**src/rtl/core/ssr_pkg.sv**
```systemverilog
package ssr_pkg;

   // Field widths
   localparam int CFG_W     = 16;
   localparam int CMD_W     = 2;
   localparam int AXIS_W    = 2;
   localparam int DELAY_W   = 12;
   localparam int OUT_POS_W = 32;
   localparam int PHASE_W   = 32;
   localparam int PROF_W    = 2;

   // Storage sizes
   localparam int SINE_TABLE_DEPTH = 256;
   localparam int POSITION_WIDTH   = 32;
   localparam int STEP_COUNT_WIDTH = 16;
   localparam int SINE_IDX_W       = $clog2(SINE_TABLE_DEPTH);
   localparam int SINE_W           = 15;
   localparam int PROD_W           = DELAY_W + SINE_W;
   localparam int NUM_AXES         = 3;

   // Reciprocal divider: 2^PHASE_W / (n + 1), one quotient bit per cycle
   localparam int DIV_STEPS = PHASE_W + 1;
   localparam int DIV_CNT_W = $clog2(DIV_STEPS);

   localparam logic [63:0] STEP_CNT_MAX = (64'd1 << STEP_COUNT_WIDTH) - 64'd1;
   localparam logic [CFG_W-1:0] CFG_RESET = 16'd500;

   // Command codes
   localparam logic [CMD_W-1:0] CMD_START = 2'd0;
   localparam logic [CMD_W-1:0] CMD_STEP  = 2'd1;
   localparam logic [CMD_W-1:0] CMD_CLEAR = 2'd2;

   // Axis codes
   localparam logic [AXIS_W-1:0] AXIS_X     = 2'd0;
   localparam logic [AXIS_W-1:0] AXIS_Y     = 2'd1;
   localparam logic [AXIS_W-1:0] AXIS_THETA = 2'd2;

   // Delay profile codes and move length limits
   localparam logic [PROF_W-1:0] PROF_FLAT  = 2'd0;
   localparam logic [PROF_W-1:0] PROF_MID   = 2'd1;
   localparam logic [PROF_W-1:0] PROF_STEEP = 2'd2;
   localparam logic [31:0] FLAT_LIMIT = 32'd100;
   localparam logic [31:0] MID_LIMIT  = 32'd300;

   // Delay sets in microseconds, indexed by profile
   localparam logic [DELAY_W-1:0] DLY_MAX [4] = '{12'd2000, 12'd2500, 12'd3000, 12'd3000};
   localparam logic [DELAY_W-1:0] DLY_MIN [4] = '{12'd2000, 12'd1200, 12'd800, 12'd800};
   localparam logic [DELAY_W-1:0] DLY_FLOOR [4] = '{12'd2000, 12'd1000, 12'd800, 12'd800};

   localparam logic [63:0] PI_Q30 = 64'd3373259426;

   typedef struct packed {
      logic capture;
      logic div_start;
      logic div_step;
      logic commit;
   } ssr_cmd_type;

   typedef struct packed {
      logic start_ok;
      logic div_done;
   } ssr_status_type;

   // Half-wave sine entry in Q0.15, Taylor series through x^13 in Q30.
   // Called with constant arguments only, to build the lookup table.
   function automatic logic [SINE_W-1:0] sine_entry(input int unsigned k);
      logic [63:0]        kk;
      logic [63:0]        x;
      logic [63:0]        x2;
      logic [63:0]        term;
      logic [63:0]        q;
      logic signed [63:0] sum;
      kk = (k <= SINE_TABLE_DEPTH - k) ? 64'(k) : 64'(SINE_TABLE_DEPTH - k);
      x = (PI_Q30 * kk) / SINE_TABLE_DEPTH;
      x2 = (x * x) >> 30;
      term = x;
      sum = signed'(x);
      for (int n = 1; n <= 6; n++) begin
         term = ((term * x2) >> 30) / 64'((2 * n) * (2 * n + 1));
         if ((n % 2) == 1) begin
            sum = sum - signed'(term);
         end else begin
            sum = sum + signed'(term);
         end
      end
      if (sum < 0) begin
         sum = 0;
      end
      q = (64'(sum) + 64'd16384) >> 15;
      if (q > 64'd32767) begin
         q = 64'd32767;
      end
      return q[SINE_W-1:0];
   endfunction

endpackage

```
**src/rtl/core/ssr_req_if.sv**
```systemverilog
interface ssr_req_if import ssr_pkg::*; ();
   logic              valid;
   logic              ready;
   logic [CMD_W-1:0]  cmd;
   logic [AXIS_W-1:0] axis;
   logic              direction;
   logic              limit_hit;

   modport source (output valid, output cmd, output axis, output direction,
                   output limit_hit, input ready);
   modport sink (input valid, input cmd, input axis, input direction,
                 input limit_hit, output ready);
endinterface

```
**src/rtl/core/ssr_rsp_if.sv**
```systemverilog
interface ssr_rsp_if import ssr_pkg::*; ();
   logic                        valid;
   logic                        ready;
   logic                        step_pulse;
   logic [DELAY_W-1:0]          half_period_us;
   logic                        dir_level;
   logic                        move_done;
   logic                        aborted;
   logic signed [OUT_POS_W-1:0] pos_x;
   logic signed [OUT_POS_W-1:0] pos_y;
   logic signed [OUT_POS_W-1:0] pos_theta;

   modport source (output valid, output step_pulse, output half_period_us,
                   output dir_level, output move_done, output aborted,
                   output pos_x, output pos_y, output pos_theta, input ready);
   modport sink (input valid, input step_pulse, input half_period_us,
                 input dir_level, input move_done, input aborted,
                 input pos_x, input pos_y, input pos_theta, output ready);
endinterface

```
**src/rtl/core/stepper_sine_ramp_stepper.sv**
```systemverilog
// Three-axis stepper move sequencer with a sine-shaped speed ramp.
//
// req_channel carries one command transaction: start a move (axis and
// direction), one step slot (with the watched limit switch level), or a
// clear of all three position counters. rsp_channel returns exactly one
// result transaction per request: step pulse flag, half-period in us,
// direction level, move done, aborted, and the three position counts.
// csr_write_enable / csr_write_data load steps_per_move, latched by the
// next start; write it only while no transaction is in flight.
//
// Sequencing: a step, clear, unused command or start on the spare axis
// passes from accept through sine table lookup, delay-span multiply, then
// commit. A start on a valid axis passes through lookup, then the
// reciprocal divider that forms the phase increment 2^32/(N+1) one bit per
// cycle, then commit. One transaction is in flight at a time.
//
// Reset (synchronous, active high) clears the move state and positions and
// sets steps_per_move to 500. A result waiting on rsp_channel does not
// block the next request; a finished result holds until the receiver takes
// the previous one.
module stepper_sine_ramp_stepper import ssr_pkg::*; (
   input  logic             clock,
   input  logic             reset,
   ssr_req_if.sink          req_channel,
   ssr_rsp_if.source        rsp_channel,
   input  logic             csr_write_enable,
   input  logic [CFG_W-1:0] csr_write_data
);

   ssr_cmd_type    ctrl_cmd;
   ssr_status_type dp_status;

   // Sequence each transaction through lookup, scale/divide and commit
   ssr_ctrl u_ctrl (
      .clock     (clock),
      .reset     (reset),
      .req_valid (req_channel.valid),
      .req_ready (req_channel.ready),
      .rsp_valid (rsp_channel.valid),
      .rsp_ready (rsp_channel.ready),
      .status    (dp_status),
      .cmd       (ctrl_cmd)
   );

   // Hold move state, positions, sine table, divider and result register
   ssr_datapath u_datapath (
      .clock              (clock),
      .reset              (reset),
      .csr_write_enable   (csr_write_enable),
      .csr_write_data     (csr_write_data),
      .req_cmd            (req_channel.cmd),
      .req_axis           (req_channel.axis),
      .req_direction      (req_channel.direction),
      .req_limit_hit      (req_channel.limit_hit),
      .ctrl               (ctrl_cmd),
      .status             (dp_status),
      .rsp_step_pulse     (rsp_channel.step_pulse),
      .rsp_half_period_us (rsp_channel.half_period_us),
      .rsp_dir_level      (rsp_channel.dir_level),
      .rsp_move_done      (rsp_channel.move_done),
      .rsp_aborted        (rsp_channel.aborted),
      .rsp_pos_x          (rsp_channel.pos_x),
      .rsp_pos_y          (rsp_channel.pos_y),
      .rsp_pos_theta      (rsp_channel.pos_theta)
   );

endmodule

```
**src/rtl/core/ssr_ctrl.sv**
```systemverilog
module ssr_ctrl import ssr_pkg::*; (
   input  logic           clock,
   input  logic           reset,
   input  logic           req_valid,
   output logic           req_ready,
   output logic           rsp_valid,
   input  logic           rsp_ready,
   input  ssr_status_type status,
   output ssr_cmd_type    cmd
);

   localparam logic [2:0] S_IDLE   = 3'd0;
   localparam logic [2:0] S_LOOKUP = 3'd1;
   localparam logic [2:0] S_SCALE  = 3'd2;
   localparam logic [2:0] S_DIVIDE = 3'd3;
   localparam logic [2:0] S_EMIT   = 3'd4;

   logic [2:0] state_ff;
   logic [2:0] state_in;
   logic       rsp_valid_ff;
   logic       rsp_valid_in;
   logic       accept;
   logic       slot_free;

   assign req_ready = (state_ff == S_IDLE);
   assign accept    = req_valid && req_ready;
   assign slot_free = !rsp_valid_ff || rsp_ready;
   assign rsp_valid = rsp_valid_ff;

   assign cmd.capture   = accept;
   assign cmd.div_start = (state_ff == S_LOOKUP);
   assign cmd.div_step  = (state_ff == S_DIVIDE);
   assign cmd.commit    = (state_ff == S_EMIT) && slot_free;

   always_comb begin
      state_in = state_ff;
      case (state_ff)
         S_IDLE: begin
            if (accept) begin
               state_in = S_LOOKUP;
            end
         end
         S_LOOKUP: begin
            state_in = status.start_ok ? S_DIVIDE : S_SCALE;
         end
         S_SCALE: begin
            state_in = S_EMIT;
         end
         S_DIVIDE: begin
            if (status.div_done) begin
               state_in = S_EMIT;
            end
         end
         S_EMIT: begin
            if (slot_free) begin
               state_in = S_IDLE;
            end
         end
         default: begin
            state_in = S_IDLE;
         end
      endcase
   end

   always_comb begin
      if (cmd.commit) begin
         rsp_valid_in = 1'b1;
      end else if (rsp_ready) begin
         rsp_valid_in = 1'b0;
      end else begin
         rsp_valid_in = rsp_valid_ff;
      end
   end

   always_ff @(posedge clock) begin
      if (reset) begin
         state_ff     <= S_IDLE;
         rsp_valid_ff <= 1'b0;
      end else begin
         state_ff     <= state_in;
         rsp_valid_ff <= rsp_valid_in;
      end
   end

   assert property (@(posedge clock) disable iff (reset)
      accept |=> (state_ff == S_LOOKUP))
      else $error("accepted transaction did not enter lookup");

   assert property (@(posedge clock) disable iff (reset)
      (state_ff == S_DIVIDE && status.div_done) |=> (state_ff == S_EMIT))
      else $error("divider finished but result not emitted");

   assert property (@(posedge clock) disable iff (reset)
      (state_ff == S_EMIT && rsp_valid_ff && !rsp_ready)
      |=> (state_ff == S_EMIT && rsp_valid_ff))
      else $error("result emitted over a stalled transaction");

   assert property (@(posedge clock) disable iff (reset)
      cmd.commit |=> (rsp_valid_ff && state_ff == S_IDLE))
      else $error("commit did not present a result");

endmodule

```
**src/rtl/core/ssr_datapath.sv**
```systemverilog
module ssr_datapath import ssr_pkg::*; (
   input  logic                        clock,
   input  logic                        reset,
   input  logic                        csr_write_enable,
   input  logic [CFG_W-1:0]            csr_write_data,
   input  logic [CMD_W-1:0]            req_cmd,
   input  logic [AXIS_W-1:0]           req_axis,
   input  logic                        req_direction,
   input  logic                        req_limit_hit,
   input  ssr_cmd_type                 ctrl,
   output ssr_status_type              status,
   output logic                        rsp_step_pulse,
   output logic [DELAY_W-1:0]          rsp_half_period_us,
   output logic                        rsp_dir_level,
   output logic                        rsp_move_done,
   output logic                        rsp_aborted,
   output logic signed [OUT_POS_W-1:0] rsp_pos_x,
   output logic signed [OUT_POS_W-1:0] rsp_pos_y,
   output logic signed [OUT_POS_W-1:0] rsp_pos_theta
);

   // Configuration
   logic [CFG_W-1:0] spm_ff;

   // Latched transaction
   logic [CMD_W-1:0]  cmd_ff;
   logic [AXIS_W-1:0] axis_ff;
   logic              dir_ff;
   logic              limit_ff;

   // Move state
   logic                        active_ff, active_in;
   logic [AXIS_W-1:0]           act_axis_ff, act_axis_in;
   logic                        act_dir_ff, act_dir_in;
   logic [STEP_COUNT_WIDTH-1:0] index_ff, index_in;
   logic [STEP_COUNT_WIDTH-1:0] length_ff, length_in;
   logic [PHASE_W-1:0]          inc_ff, inc_in;
   logic [PHASE_W-1:0]          acc_ff, acc_in;
   logic [PROF_W-1:0]           prof_ff, prof_in;
   logic [POSITION_WIDTH-1:0]   pos_ff [NUM_AXES];
   logic [POSITION_WIDTH-1:0]   pos_in [NUM_AXES];

   // Ramp pipeline
   logic [SINE_W-1:0] sine_rom [SINE_TABLE_DEPTH];
   logic [PHASE_W+SINE_IDX_W-1:0] phase_scaled;
   logic [SINE_IDX_W-1:0]         sine_idx;
   logic [SINE_W-1:0]             sine_ff;
   logic [PROD_W-1:0]             prod_ff;
   logic [DELAY_W-1:0]            span;
   logic [DELAY_W-1:0]            ramp_delay;
   logic [DELAY_W-1:0]            delay;

   // Reciprocal divider
   logic [STEP_COUNT_WIDTH-1:0] n_sat;
   logic [STEP_COUNT_WIDTH:0]   divisor;
   logic [STEP_COUNT_WIDTH-1:0] rem_ff;
   logic [STEP_COUNT_WIDTH:0]   trial;
   logic                        q_bit;
   logic [PHASE_W-1:0]          quo_ff;
   logic [DIV_CNT_W-1:0]        cnt_ff;

   // Result
   logic                        pulse, aborted;
   logic [DELAY_W-1:0]          half;
   logic [STEP_COUNT_WIDTH-1:0] index_next;
   logic [AXIS_W-1:0]           step_axis;

   for (genvar k = 0; k < SINE_TABLE_DEPTH; k++) begin : g_rom
      localparam logic [SINE_W-1:0] ENTRY = sine_entry(k);
      assign sine_rom[k] = ENTRY;
   end

   always_ff @(posedge clock) begin
      if (reset) begin
         spm_ff <= CFG_RESET;
      end else if (csr_write_enable) begin
         spm_ff <= csr_write_data;
      end
   end

   always_ff @(posedge clock) begin
      if (ctrl.capture) begin
         cmd_ff   <= req_cmd;
         axis_ff  <= req_axis;
         dir_ff   <= req_direction;
         limit_ff <= req_limit_hit;
      end
   end

   // Lookup then scale; both registered, consumed at commit
   assign phase_scaled = (PHASE_W + SINE_IDX_W)'(acc_ff)
                         * (PHASE_W + SINE_IDX_W)'(SINE_TABLE_DEPTH);
   assign sine_idx     = phase_scaled[PHASE_W+SINE_IDX_W-1 -: SINE_IDX_W];
   assign span         = DLY_MAX[prof_ff] - DLY_MIN[prof_ff];

   always_ff @(posedge clock) begin
      sine_ff <= sine_rom[sine_idx];
      prod_ff <= PROD_W'(span) * PROD_W'(sine_ff);
   end

   always_comb begin
      ramp_delay = DLY_MAX[prof_ff] - prod_ff[PROD_W-1 -: DELAY_W];
      if (ramp_delay < DLY_FLOOR[prof_ff]) begin
         ramp_delay = DLY_FLOOR[prof_ff];
      end
      if (32'(length_ff) <= FLAT_LIMIT) begin
         delay = DLY_MAX[prof_ff];
      end else begin
         delay = ramp_delay;
      end
   end

   // Divider: restoring, dividend 2^PHASE_W, MSB first
   assign n_sat   = (64'(spm_ff) > STEP_CNT_MAX) ? STEP_COUNT_WIDTH'(STEP_CNT_MAX)
                                                 : STEP_COUNT_WIDTH'(spm_ff);
   assign divisor = (STEP_COUNT_WIDTH + 1)'(n_sat) + 1'b1;
   assign trial   = {rem_ff, (cnt_ff == DIV_CNT_W'(PHASE_W))};
   assign q_bit   = (trial >= divisor);

   always_ff @(posedge clock) begin
      if (ctrl.div_start) begin
         rem_ff <= '0;
         quo_ff <= '0;
         cnt_ff <= DIV_CNT_W'(DIV_STEPS - 1);
      end else if (ctrl.div_step) begin
         rem_ff <= q_bit ? STEP_COUNT_WIDTH'(trial - divisor) : STEP_COUNT_WIDTH'(trial);
         quo_ff <= {quo_ff[PHASE_W-2:0], q_bit};
         cnt_ff <= cnt_ff - 1'b1;
      end
   end

   assign status.start_ok = (cmd_ff == CMD_START) && (axis_ff <= AXIS_THETA);
   assign status.div_done = (cnt_ff == '0);

   assign index_next = index_ff + 1'b1;
   assign step_axis  = (act_axis_ff > AXIS_THETA) ? AXIS_THETA : act_axis_ff;

   always_comb begin
      active_in   = active_ff;
      act_axis_in = act_axis_ff;
      act_dir_in  = act_dir_ff;
      index_in    = index_ff;
      length_in   = length_ff;
      inc_in      = inc_ff;
      acc_in      = acc_ff;
      prof_in     = prof_ff;
      pos_in      = pos_ff;
      pulse       = 1'b0;
      aborted     = 1'b0;
      half        = '0;
      case (cmd_ff)
         CMD_START: begin
            if (axis_ff <= AXIS_THETA) begin
               length_in   = n_sat;
               act_axis_in = axis_ff;
               act_dir_in  = dir_ff;
               index_in    = '0;
               acc_in      = '0;
               inc_in      = quo_ff;
               if (32'(n_sat) <= FLAT_LIMIT) begin
                  prof_in = PROF_FLAT;
               end else if (32'(n_sat) <= MID_LIMIT) begin
                  prof_in = PROF_MID;
               end else begin
                  prof_in = PROF_STEEP;
               end
               active_in = (n_sat != '0);
            end
         end
         CMD_STEP: begin
            if (active_ff) begin
               if (limit_ff) begin
                  active_in = 1'b0;
                  aborted   = 1'b1;
               end else begin
                  half  = delay;
                  pulse = 1'b1;
                  for (int j = 0; j < NUM_AXES; j++) begin
                     if (step_axis == AXIS_W'(j)) begin
                        pos_in[j] = act_dir_ff ? pos_ff[j] + 1'b1 : pos_ff[j] - 1'b1;
                     end
                  end
                  index_in = index_next;
                  acc_in   = acc_ff + inc_ff;
                  if (index_next >= length_ff) begin
                     active_in = 1'b0;
                  end
               end
            end
         end
         CMD_CLEAR: begin
            for (int j = 0; j < NUM_AXES; j++) begin
               pos_in[j] = '0;
            end
         end
         default: begin
         end
      endcase
   end

   always_ff @(posedge clock) begin
      if (reset) begin
         active_ff   <= 1'b0;
         act_axis_ff <= AXIS_X;
         act_dir_ff  <= 1'b0;
         index_ff    <= '0;
         length_ff   <= '0;
         inc_ff      <= '0;
         acc_ff      <= '0;
         prof_ff     <= PROF_FLAT;
         for (int j = 0; j < NUM_AXES; j++) begin
            pos_ff[j] <= '0;
         end
      end else if (ctrl.commit) begin
         active_ff   <= active_in;
         act_axis_ff <= act_axis_in;
         act_dir_ff  <= act_dir_in;
         index_ff    <= index_in;
         length_ff   <= length_in;
         inc_ff      <= inc_in;
         acc_ff      <= acc_in;
         prof_ff     <= prof_in;
         pos_ff      <= pos_in;
      end
   end

   // Result register
   always_ff @(posedge clock) begin
      if (ctrl.commit) begin
         rsp_step_pulse     <= pulse;
         rsp_half_period_us <= half;
         rsp_dir_level      <= act_dir_in;
         rsp_move_done      <= !active_in;
         rsp_aborted        <= aborted;
         rsp_pos_x          <= OUT_POS_W'(signed'(pos_in[0]));
         rsp_pos_y          <= OUT_POS_W'(signed'(pos_in[1]));
         rsp_pos_theta      <= OUT_POS_W'(signed'(pos_in[2]));
      end
   end

endmodule
```
**src/flat_wrapper.sv**
```systemverilog
// flat-port wrapper written by rule: the top's interface ports become plain ports
module stepper_sine_ramp_stepper_flat import ssr_pkg::*;
  (clock, reset, csr_write_enable, csr_write_data, req_channel_valid, req_channel_cmd, req_channel_axis, req_channel_direction, req_channel_limit_hit, req_channel_ready, rsp_channel_valid, rsp_channel_step_pulse, rsp_channel_half_period_us, rsp_channel_dir_level, rsp_channel_move_done, rsp_channel_aborted, rsp_channel_pos_x, rsp_channel_pos_y, rsp_channel_pos_theta, rsp_channel_ready);
  ssr_req_if req_channel_i ();
  ssr_rsp_if rsp_channel_i ();
  input  logic clock;
  input  logic reset;
  input  logic csr_write_enable;
  input  logic [CFG_W-1:0] csr_write_data;
  input wire logic [$bits(req_channel_i.valid)-1:0] req_channel_valid;
  input wire logic [$bits(req_channel_i.cmd)-1:0] req_channel_cmd;
  input wire logic [$bits(req_channel_i.axis)-1:0] req_channel_axis;
  input wire logic [$bits(req_channel_i.direction)-1:0] req_channel_direction;
  input wire logic [$bits(req_channel_i.limit_hit)-1:0] req_channel_limit_hit;
  output wire logic [$bits(req_channel_i.ready)-1:0] req_channel_ready;
  output wire logic [$bits(rsp_channel_i.valid)-1:0] rsp_channel_valid;
  output wire logic [$bits(rsp_channel_i.step_pulse)-1:0] rsp_channel_step_pulse;
  output wire logic [$bits(rsp_channel_i.half_period_us)-1:0] rsp_channel_half_period_us;
  output wire logic [$bits(rsp_channel_i.dir_level)-1:0] rsp_channel_dir_level;
  output wire logic [$bits(rsp_channel_i.move_done)-1:0] rsp_channel_move_done;
  output wire logic [$bits(rsp_channel_i.aborted)-1:0] rsp_channel_aborted;
  output wire logic [$bits(rsp_channel_i.pos_x)-1:0] rsp_channel_pos_x;
  output wire logic [$bits(rsp_channel_i.pos_y)-1:0] rsp_channel_pos_y;
  output wire logic [$bits(rsp_channel_i.pos_theta)-1:0] rsp_channel_pos_theta;
  input wire logic [$bits(rsp_channel_i.ready)-1:0] rsp_channel_ready;
  assign req_channel_i.valid = req_channel_valid;
  assign req_channel_i.cmd = req_channel_cmd;
  assign req_channel_i.axis = req_channel_axis;
  assign req_channel_i.direction = req_channel_direction;
  assign req_channel_i.limit_hit = req_channel_limit_hit;
  assign req_channel_ready = req_channel_i.ready;
  assign rsp_channel_valid = rsp_channel_i.valid;
  assign rsp_channel_step_pulse = rsp_channel_i.step_pulse;
  assign rsp_channel_half_period_us = rsp_channel_i.half_period_us;
  assign rsp_channel_dir_level = rsp_channel_i.dir_level;
  assign rsp_channel_move_done = rsp_channel_i.move_done;
  assign rsp_channel_aborted = rsp_channel_i.aborted;
  assign rsp_channel_pos_x = rsp_channel_i.pos_x;
  assign rsp_channel_pos_y = rsp_channel_i.pos_y;
  assign rsp_channel_pos_theta = rsp_channel_i.pos_theta;
  assign rsp_channel_i.ready = rsp_channel_ready;
  stepper_sine_ramp_stepper u_core (.clock(clock), .reset(reset), .req_channel(req_channel_i), .rsp_channel(rsp_channel_i), .csr_write_enable(csr_write_enable), .csr_write_data(csr_write_data));
endmodule
```
**config.mk**
```make
export PLATFORM = sky130hd
export DESIGN_NAME = stepper_sine_ramp_stepper_flat
export DESIGN_NICKNAME = d
export VERILOG_FILES = /design/src/rtl/core/ssr_pkg.sv /design/src/rtl/core/ssr_req_if.sv /design/src/rtl/core/ssr_rsp_if.sv /design/src/rtl/core/stepper_sine_ramp_stepper.sv /design/src/rtl/core/ssr_ctrl.sv /design/src/rtl/core/ssr_datapath.sv /design/src/flat_wrapper.sv
export SDC_FILE = /design/constraint.sdc
export NUM_CORES = 2
export LEC_CHECK = 0
export BUFFER_PORTS_ARGS = -buffer_cell sky130_fd_sc_hd__buf_2
export CELL_PAD_IN_SITES_DETAIL_PLACEMENT = 1
export CELL_PAD_IN_SITES_GLOBAL_PLACEMENT = 2
export CORE_MARGIN = 1
export CORE_UTILIZATION = 38
export DETAILED_ROUTE_END_ITERATION = 8
export GPL_TIMING_DRIVEN = 0
export PLACE_DENSITY_LB_ADDON = 0.1
export SLEW_MARGIN = 10
export SYNTH_ARGS = -nofsm -noshare
export SYNTH_HDL_FRONTEND = slang
export SYNTH_SLANG_ARGS = --single-unit
```
**constraint.sdc**
```tcl
create_clock -name clock -period 8.23 [get_ports clock]
set_input_delay 2.469 -clock clock [delete_from_list [all_inputs] [get_ports clock]]
set_output_delay 2.469 -clock clock [all_outputs]
set_load 0.05 [all_outputs]
```
==> impl_metrics.csv <==
group,metric,value,unit
layout,regArea,9529,um2
route,num_vias,30718,
timing,rsz0062_at_grt,"no",
placement,dp_hpwl,94170,um
synthesis,yosysUniqueCellTypes,97,
synthesis,synth_edf_count,118,
global_routing,grt_max_degree,61,
route,first_iter_violations,2229,
clocking,postCtsSetupRepairBufs,0,
synthesis,synthMuxAreaShare,0.01812,
setup_path,crit_chain,"or2_1 > clkbuf_1 > buf_1 > nand2_1 > fa_1 > fa_1 > inv_1 > fa_1 > fa_1 > inv_1 > fa_1 > inv_1 > ha_1 > a21o_1 > a21oi_1 > nor3b_1 > a21oi_1 > a41o_1 > a221o_1 > a41oi_1 > a21oi_1 > xor2_1",
placement,placed_area,34060,um2
route,drcViolationCount,0,
timing,setup_violations,0,
floorplan,std_cell_rows,105,
layout,fin_nets,4539,
floorplan,die-width,291.1,um
setup_path,cpLargestDelayFamily,"adder cells",
setup_path,cp_data_required_time,8.71,ns
floorplan,ioPinCount,141,
global_routing,grt_pass1_wl,190500,um
job,maxCapViolCount,0,
setup_path,path_common_cell,"fa_1",
global_routing,grt_pass1_vias,31279,
timing,skew,0.04362,ns
synthesis,synth_seq_cells,417,
outcome,outcome,"complete, no violations",
timing,hold_viol,0,
clocking,cts_buffers,51,
power,vdd_drop_max,0.1494,mV
power,p_total,0.005487,W
setup_path,worstPathArrival,8.21,ns
clocking,h-tree-depth,2,
route,routed_wl,124700,um
route,wl_per_cell,23.71,um
timing,final.setup.worst_slack,0.5050,ns
synthesis,yosysWarnings,0,
setup_path,worstPathBufferInverterCount,5,
placement,dp_slack,0.4254,ns
clocking,cts_tree,"done",
clocking,clock_path_buffers,3,
floorplan,start_util,0.3857,
setup_path,r2r_cells,22,
route,viasPerCell,5.841,
clocking,path_clk_slew,0.06,ns
layout,fillers,10055,
clocking,cts_resized,0,
global_routing,grt_overflow,0,
setup_path,cp_slowest_cell,"dfxtp_1",
timing,slew-limit-headroom,0.1494,
floorplan,die_h,291.1,um
setup_path,reg2reg_from,"u_core.u_datapath.prof_ff[1]",
layout,layout_commonest_cell,"nand2_1",
route,postRouteAntennaNets,0,
timing,max_freq,129.5,MHz
timing,fin_crit_sh,0.9386,
layout,utilization,0.4349,
worst_hold_path,hold_class,"reg2reg",
power,leakagePower,15.51,nW
setup_path,cp-start-kind,"register",
timing,worstMarginPinSlew,1.271,ns
clocking,cts-root-buf,"clkbuf_16",
floorplan,core,82370,um2
synthesis,yosys.area_share.simple,0.1794,
layout,multi_input_area,20620,um2
layout,layout-drive-gt1-share,0.06592,
setup_path,endpoint_kind,"register",
layout,design_area,35830,um2
setup_path,crit_start,"u_core.u_datapath.prof_ff[1]",
placement,gp_congestion,1.048,
synthesis,ys.flop_type,"dfxtp_1",
route,drt_first_pass_iters,6,
setup_path,r2r-end,"u_core.u_datapath.prod_ff[25]",
setup_path,reg2reg_setup_slack,0.51,ns
setup_path,crit_type,"reg2reg",
synthesis,syn_area,31770,um2
timing,period_needed,7.725,ns
setup_path,worstPathMaxFanout,11,
clocking,cts.sinks,417,
layout,final_cell_mix,"546 x nand2_1, 355 x a21oi_1, 336 x nor2_1",
synthesis,synth_top_family_by_area,"compound AO/OA/AOI/OAI gates",
timing,slew_violations,0,
synthesis,syn_inst,3905,
clocking,cts_hold_buf,0,
global_routing,grtUsageTotal,0.2895,
synthesis,ys_seq_area_frac,0.2999,
synthesis,synthAdderAreaFrac,0.1700,
layout,syn_to_final_growth,12.77,%
timing,whs,0.4536,ns
global_routing,grt_antenna_before_repair,2,
synthesis,async_flop_share,0,
floorplan,die_area,84760,um2
synthesis,syn_area_per_cell,8.136,um2
synthesis,synth_xor_area_frac,0.04576,
setup_path,endpoint,"u_core.u_datapath.prod_ff[25]",
power,power_density,153.2,nW/um2
synthesis,synth-compound-area-share,0.2304,
setup_path,max_stage_delay,0.76,ns
clocking,clk-insertion-delay-late,0.63,ns
placement,portBuffers,139,
setup_path,crit_cells,22,
Yosys cell counts, types with 38 or more instances:
library cell,instances,area [um2]
nand2_1,546,2049
a21oi_1,355,1777
nor2_1,336,1261
dfxtp_1,299,5986
ha_1,262,3278
inv_1,245,919.6
o21ai_0,244,1221
clkbuf_1,179,671.9
edfxtp_1,118,3543
nand3_1,109,545.5
fa_1,106,2122
xnor2_1,100,875.8
a21o_1,92,690.7
nor3_1,90,450.4
xor2_1,66,578.1
mux2i_1,44,440.4
a22o_1,38,332.8
flip-flops by register name, summed over array words and instances (netlist names), 2 cells and up:
name	cells
u_core.u_ctrl.state_ff	3
u_core.u_datapath.acc_ff	32
u_core.u_datapath.act_axis_ff	2
u_core.u_datapath.axis_ff	2
u_core.u_datapath.cmd_ff	2
u_core.u_datapath.cnt_ff	6
u_core.u_datapath.inc_ff	32
u_core.u_datapath.index_ff	16
u_core.u_datapath.length_ff	16
u_core.u_datapath.n_sat	16
u_core.u_datapath.pos_ff	96
u_core.u_datapath.prod_ff	12
u_core.u_datapath.prof_ff	2
u_core.u_datapath.quo_ff	32
u_core.u_datapath.rem_ff	16
u_core.u_datapath.rsp_half_period_us	12
u_core.u_datapath.rsp_pos_theta	32
u_core.u_datapath.rsp_pos_x	32
u_core.u_datapath.rsp_pos_y	32
u_core.u_datapath.sine_ff	15
layer usage:
| metal | vias to the layer above | GRT usage | routed length, um |
|---|---|---|---|
| li1 | 14292 | - | - |
| met1 | 14958 | 0.3787 | 54860 |
| met2 | 1109 | 0.4730 | 55990 |
| met3 | 357 | 0.04658 | 7929 |
| met4 | 2 | 0.1185 | 5868 |
| met5 | - | 0 | 66 |
worst min path at each step:
stage	startpoint	end	cells past startpoint
floorplan	u_core.u_datapath.quo_ff[31]	u_core.u_datapath.quo_ff[31]	2
detailed placement	u_core.u_datapath.quo_ff[12]	u_core.u_datapath.quo_ff[12]	2
finish	u_core.u_datapath.quo_ff[12]	u_core.u_datapath.quo_ff[12]	2
CTS	u_core.u_datapath.quo_ff[12]	u_core.u_datapath.quo_ff[12]	2
global placement	u_core.u_datapath.acc_ff[18]	u_core.u_datapath.acc_ff[18]	2
global route	u_core.u_datapath.quo_ff[12]	u_core.u_datapath.quo_ff[12]	2
kinds of logic (layout without fill, tap and decap cells):
logic type,after synthesis,in the layout
AOI/OAI and AO/OA,1142,1142
adders and majority gates,368,368
other,2,47
DFF,417,417
muxes,50,50
buffers and inverters,470,709
xor gates and xnor gates,166,166
and+or+nand+nor,1290,1290
area by class of cell:
cell class	count	area share
Clock buffer	77	0.04313
Sequential cell	417	0.2660
Timing Repair Buffer	143	0.02186
Tap cell	1070	0.03737
Antenna cell	2	0.0001397
Buffer	220	0.02371
Multi-Input combinational cell	3061	0.5755
Clock inverter	19	0.006007
Inverter	250	0.02633
through the flow:
stage	setup TNS, ns	cells
finish	0	5259
floorplan	0	3948
detailed placement	0	5161
global route	0	5257
global placement	-182.39	5157
CTS	0	5257
worst register-to-register path, stage by stage, from the launching register on:
cell and delay (ns):
dfxtp_1 0.76, or2_1 0.20, clkbuf_1 0.47, buf_1 0.59, nand2_1 0.22, fa_1 0.55
fa_1 0.53, inv_1 0.05, fa_1 0.46, fa_1 0.59, inv_1 0.07, fa_1 0.53
inv_1 0.05, ha_1 0.30, a21o_1 0.18, a21oi_1 0.17, nor3b_1 0.20, a21oi_1 0.21
a41o_1 0.34, a221o_1 0.41, a41oi_1 0.41, a21oi_1 0.14, xor2_1 0.16
report_power, final:
part | total, W | internal, W | switching, W
combinational | 0.000947 | 0.000362 | 0.000585
clock | 0.00235 | 0.00139 | 0.000955
sequential | 0.00219 | 0.00216 | 0.0000356
total | 0.00549 | 0.00391 | 0.00158
(Power assumes the default switching activity.)
